--- src/rtl/tbewm_mul.sv ---
// Shared signed multiplier with registered product.
// Depends on nothing but its ports.
`timescale 1ns / 1ps
module tbewm_mul (
  input  logic               clk,
  input  logic signed [32:0] a,
  input  logic signed [32:0] b,
  output logic signed [65:0] p
);
  always_ff @(posedge clk) begin
    p <= a * b;
  end
endmodule

--- config.mk ---
export PLATFORM = sky130hd
export DESIGN_NAME = tbewm_mul
export DESIGN_NICKNAME = d
export VERILOG_FILES = /design/src/rtl/tbewm_mul.sv
export SDC_FILE = /design/constraint.sdc
export NUM_CORES = 2
export LEC_CHECK = 0
export BUFFER_PORTS_ARGS = -buffer_cell sky130_fd_sc_hd__buf_2
export CORE_MARGIN = 10
export CORE_UTILIZATION = 50
export DETAILED_ROUTE_END_ITERATION = 7
export PLACE_DENSITY = 0.78
export SYNTH_ARGS = -nofsm -noshare
export SYNTH_HDL_FRONTEND = slang
export SYNTH_SLANG_ARGS = --single-unit
export TNS_END_PERCENT = 20
--- constraint.sdc ---
create_clock -name clk -period 11.2 [get_ports clk]
set_input_delay 1.68 -clock clk [delete_from_list [all_inputs] [get_ports clk]]
set_output_delay 1.68 -clock clk [all_outputs]
set_load 0.01 [all_outputs]
==> metrics.txt <==
# TYPE chip_impl_metric gauge
chip_impl_metric{name="report.final.hold_viol_count",unit=""} 0
chip_impl_metric{name="layout.filler_cells",unit=""} 7112
chip_impl_metric{name="post_synth_inst_count",unit=""} 4338
chip_impl_info{name="mostFrequentLayoutCells",value="sky130_fd_sc_hd__fa_1 (1145), sky130_fd_sc_hd__inv_1 (1131), sky130_fd_sc_hd__and2_1 (562)"} 1
chip_impl_metric{name="detail_route.iter0.violations",unit=""} 2061
chip_impl_metric{name="post_synth_fa_ha_maj_area_fraction",unit="%"} 62.9
chip_impl_metric{name="setup_viol",unit=""} 0
chip_impl_metric{name="area_delta_synth_final",unit="%"} 3.87
chip_impl_metric{name="core_area",unit="µm²"} 80700
chip_impl_metric{name="synth_compound_area_share",unit="%"} 4.07
chip_impl_metric{name="postSynth.asyncResetShare",unit="%"} 0
chip_impl_metric{name="yosys_warnings",unit=""} 0
chip_impl_metric{name="grt-ovfl-total",unit=""} 0
chip_impl_metric{name="place_congestion",unit=""} 0.920
chip_impl_metric{name="final-max-slew-violation-count",unit=""} 0
chip_impl_metric{name="timing_worst_slew_pin_value",unit="ps"} 1060
chip_impl_metric{name="instances_no_fill",unit=""} 5343
chip_impl_info{name="cts_root_buf",value="sky130_fd_sc_hd__clkbuf_16"} 1
chip_impl_metric{name="first_pass_iters",unit=""} 5
chip_impl_metric{name="first_global_vias",unit=""} 32377
chip_impl_metric{name="critPathMaxStageDelay",unit="ps"} 1210
chip_impl_metric{name="floorplan.initialDensity",unit="%"} 50.5
chip_impl_info{name="timing.critical_path.mode_cell",value="sky130_fd_sc_hd__fa_1"} 1
chip_impl_metric{name="htreeDepth",unit=""} 3
chip_impl_metric{name="synth-seq-area-share",unit="%"} 3.24
chip_impl_metric{name="boundaryPins",unit=""} 133
chip_impl_metric{name="initial_antenna_violation_count",unit=""} 13
chip_impl_metric{name="site_rows",unit=""} 104
chip_impl_metric{name="chipWidth",unit="µm"} 305
chip_impl_metric{name="syn_nets",unit=""} 5767
chip_impl_metric{name="finalCoreUtilization",unit="%"} 52.4
chip_impl_metric{name="synth_edf_count",unit=""} 0
chip_impl_metric{name="muxShareOfSynthArea",unit="%"} 0
chip_impl_metric{name="slew-limit-headroom",unit="%"} 29.5
chip_impl_metric{name="synth_simple_gate_area_share",unit="%"} 15.8
chip_impl_metric{name="maxCapViolCount",unit=""} 0
chip_impl_metric{name="global_route_wire_length_before_repair",unit="mm"} 173
chip_impl_metric{name="max_freq",unit="MHz"} 103
chip_impl_metric{name="clock_sink_count",unit=""} 66
chip_impl_metric{name="combined_area_of_the_multi_input_logic_cells",unit="µm²"} 34300
chip_impl_info{name="largest_register",value="p"} 1
chip_impl_metric{name="arrival",unit="ps"} 9970
chip_impl_metric{name="postSynthAreaPerCell",unit="µm²"} 9.39
chip_impl_metric{name="synth_register_bits",unit=""} 66
chip_impl_metric{name="crit_path_max_fo",unit=""} 33
chip_impl_metric{name="postRouteAntennaNets",unit=""} 0
chip_impl_metric{name="required",unit="ps"} 11480
chip_impl_metric{name="die-height",unit="µm"} 305
chip_impl_metric{name="dr_total_vias",unit=""} 28896
chip_impl_info{name="outcome",value="completed"} 1
chip_impl_metric{name="drive_above_1_share",unit="%"} 4.65
chip_impl_metric{name="final_period_util",unit="%"} 86.5
chip_impl_metric{name="post_cts_setup_buffers",unit=""} 0
chip_impl_info{name="worst_setup_start_kind",value="primary input"} 1
chip_impl_metric{name="route.final.wire_length",unit="mm"} 105
chip_impl_metric{name="place.port_buffers",unit=""} 132
chip_impl_metric{name="tritoncts.num_buffers",unit=""} 9
chip_impl_metric{name="postLayoutCellArea",unit="µm²"} 42300
chip_impl_info{name="largest_registers",value="p x66"} 1
chip_impl_metric{name="vias_per_cell",unit=""} 5.41
chip_impl_metric{name="wl_per_cell",unit="µm"} 19.7
chip_impl_metric{name="fin_setup_tns",unit="ps"} 0
chip_impl_metric{name="synth_cell_types",unit=""} 80
chip_impl_metric{name="cts_buffer_depth",unit=""} 2
chip_impl_metric{name="grt_start_max_net_pins",unit=""} 34
chip_impl_info{name="layout.cells.most_common",value="sky130_fd_sc_hd__fa_1"} 1
chip_impl_metric{name="area_share_of_xor_xnor_cells_in_the_synthesized_design",unit="%"} 1.46
chip_impl_metric{name="netlist_area",unit="µm²"} 40700
chip_impl_metric{name="cts_repair_resize_count",unit=""} 0
chip_impl_info{name="top_post_synthesis_cells_by_area",value="sky130_fd_sc_hd__fa_1 (56%), sky130_fd_sc_hd__inv_1 (10%), sky130_fd_sc_hd__and2_1 (8.6%), sky130_fd_sc_hd__ha_1 (6.7%), sky130_fd_sc_hd__nand2_1 (5.1%)"} 1
chip_impl_info{name="grt_setup_unrepaired",value="false"} 1
chip_impl_info{name="hold_path.class",value="in2reg"} 1
chip_impl_metric{name="dieArea",unit="µm²"} 93300
chip_impl_metric{name="global_routing_usage_summed_across_all_routing_layers",unit="%"} 23.5
chip_impl_metric{name="final-seq-area",unit="µm²"} 1320
chip_impl_info{name="yosys.area.top_type",value="sky130_fd_sc_hd__fa_1"} 1
chip_impl_info{name="timing.hold.worst_endpoint",value="p[0]$_DFF_P_"} 1
chip_impl_metric{name="cts.reportedPaths.clkPinSlew",unit="ps"} 60
chip_impl_info{name="crit_path_top_delay_cell",value="sky130_fd_sc_hd__fa_1"} 1
chip_impl_metric{name="synth_top_area_share",unit="%"} 56.3
chip_impl_info{name="synth_top_family_by_area",value="adder cells"} 1
chip_impl_metric{name="drt_drc_violations_left",unit=""} 0
chip_impl_metric{name="layout_min_cycle_time",unit="ps"} 9690
chip_impl_metric{name="dp_hpwl",unit="mm"} 87.7
chip_impl_metric{name="post-place-cells",unit=""} 5324
chip_impl_metric{name="max_reg_flops",unit=""} 66
chip_impl_info{name="crit_chain",value="buf_2 -> nand2_1 -> fa_1 -> fa_1 -> fa_1 -> inv_1 -> fa_1 -> fa_1 -> fa_1 -> fa_1 -> inv_1 -> fa_1 -> inv_1 -> ha_1 -> nand4_1 -> nor3_1 -> o311ai_4 -> nand3_2 -> a211oi_1 -> a311oi_1"} 1
chip_impl_info{name="timing.critical_path.to_type",value="flip-flop"} 1
chip_impl_info{name="dominant_register_cell_in_the_synthesized_netlist",value="sky130_fd_sc_hd__dfxtp_1"} 1
chip_impl_metric{name="num-nets-final",unit=""} 5704
chip_impl_info{name="tritoncts",value="done"} 1
chip_impl_metric{name="postCtsHoldBufs",unit=""} 0
chip_impl_info{name="holdCritStartpoint",value="b[0]"} 1
chip_impl_metric{name="placed_area",unit="µm²"} 42000
chip_impl_metric{name="min_path_cells",unit=""} 2
chip_impl_info{name="timing.setup.critical_path_class",value="in2reg"} 1
cell families (layout without fill, tap and decap cells):
kind of cell | Yosys count | count (layout)
other cells | 0 | 3
buf+inv | 1352 | 1294
xor+xnor | 68 | 68
flops | 66 | 66
fa+ha+maj | 1362 | 1362
compound gates | 219 | 219
simple gates | 1271 | 1271
critical path: cells and delay by family:
| family | cells | cell delay (ps) |
|---|---|---|
| compound gates | 3 | 660 |
| fa+ha+maj | 9 | 5390 |
| buf+inv | 4 | 850 |
| simple gates | 4 | 1360 |
how the worst max path moves through the flow:
stage          start             to  slack [ps]  cells after the start
6_report        b[9]  p[64]$_DFF_P_        1510                     20
5_1_grt         b[9]  p[64]$_DFF_P_        1260                     20
4_1_cts         b[9]  p[64]$_DFF_P_        1650                     20
3_5_place_dp    b[9]  p[64]$_DFF_P_        1270                     20
3_3_place_gp    b[9]  p[64]$_DFF_P_        1330                     20
2_1_floorplan  a[32]  p[62]$_DFF_P_        2280                     23
Yosys cell counts, types with 3 or more instances:
library cell / n
sky130_fd_sc_hd__a211o_1: 6
sky130_fd_sc_hd__a211oi_1: 7
sky130_fd_sc_hd__a211oi_2: 3
sky130_fd_sc_hd__a21o_1: 36
sky130_fd_sc_hd__a21oi_1: 57
sky130_fd_sc_hd__a21oi_2: 3
sky130_fd_sc_hd__a31oi_1: 8
sky130_fd_sc_hd__and2_1: 562
sky130_fd_sc_hd__and3_1: 5
sky130_fd_sc_hd__and4_1: 5
sky130_fd_sc_hd__buf_2: 11
sky130_fd_sc_hd__clkbuf_1: 208
sky130_fd_sc_hd__dfxtp_1: 66
sky130_fd_sc_hd__fa_1: 1145
sky130_fd_sc_hd__ha_1: 217
sky130_fd_sc_hd__inv_1: 1131
sky130_fd_sc_hd__nand2_1: 551
sky130_fd_sc_hd__nand2b_1: 12
sky130_fd_sc_hd__nand3_1: 25
sky130_fd_sc_hd__nand4_1: 11
sky130_fd_sc_hd__nor2_1: 68
sky130_fd_sc_hd__nor2b_1: 5
sky130_fd_sc_hd__nor3_1: 7
sky130_fd_sc_hd__o211ai_1: 4
sky130_fd_sc_hd__o21a_1: 6
sky130_fd_sc_hd__o21ai_0: 25
sky130_fd_sc_hd__o21ai_1: 6
sky130_fd_sc_hd__o21bai_1: 11
sky130_fd_sc_hd__o31ai_4: 3
sky130_fd_sc_hd__or2_2: 3
sky130_fd_sc_hd__or3_1: 3
sky130_fd_sc_hd__xnor2_1: 43
sky130_fd_sc_hd__xor2_1: 25
metrics by stage:
stage                     hold slack, ps  setup slack (ps)
final                               1930              1510
after global routing                1920              1260
after CTS                           1890              1650
after detailed placement            2080              1270
after global placement              2080              1330
after floorplan                     1810              2280
layout make-up:
| type | instances | area share, % |
|---|---|---|
| multi-input combinational | 2920 | 81.1 |
| inverter | 1131 | 10.0 |
| tap | 1060 | 3.13 |
| sequential | 66 | 3.12 |
| timing repair buffer | 147 | 1.83 |
| clock buffer | 10 | 0.541 |
| clock inverter | 6 | 0.213 |
| antenna | 3 | 0.0177 |
layer usage:
metal	wire, µm	GRT usage, %	vias up
li1	-	-	12190
met1	37700	27.8	15135
met2	53800	40.8	1212
met3	6980	3.49	343
met4	6430	12.7	16
met5	100	0	-
Power is not shown: default switching activity piles up to over one toggle a cycle in this logic, so the estimate is an artifact.
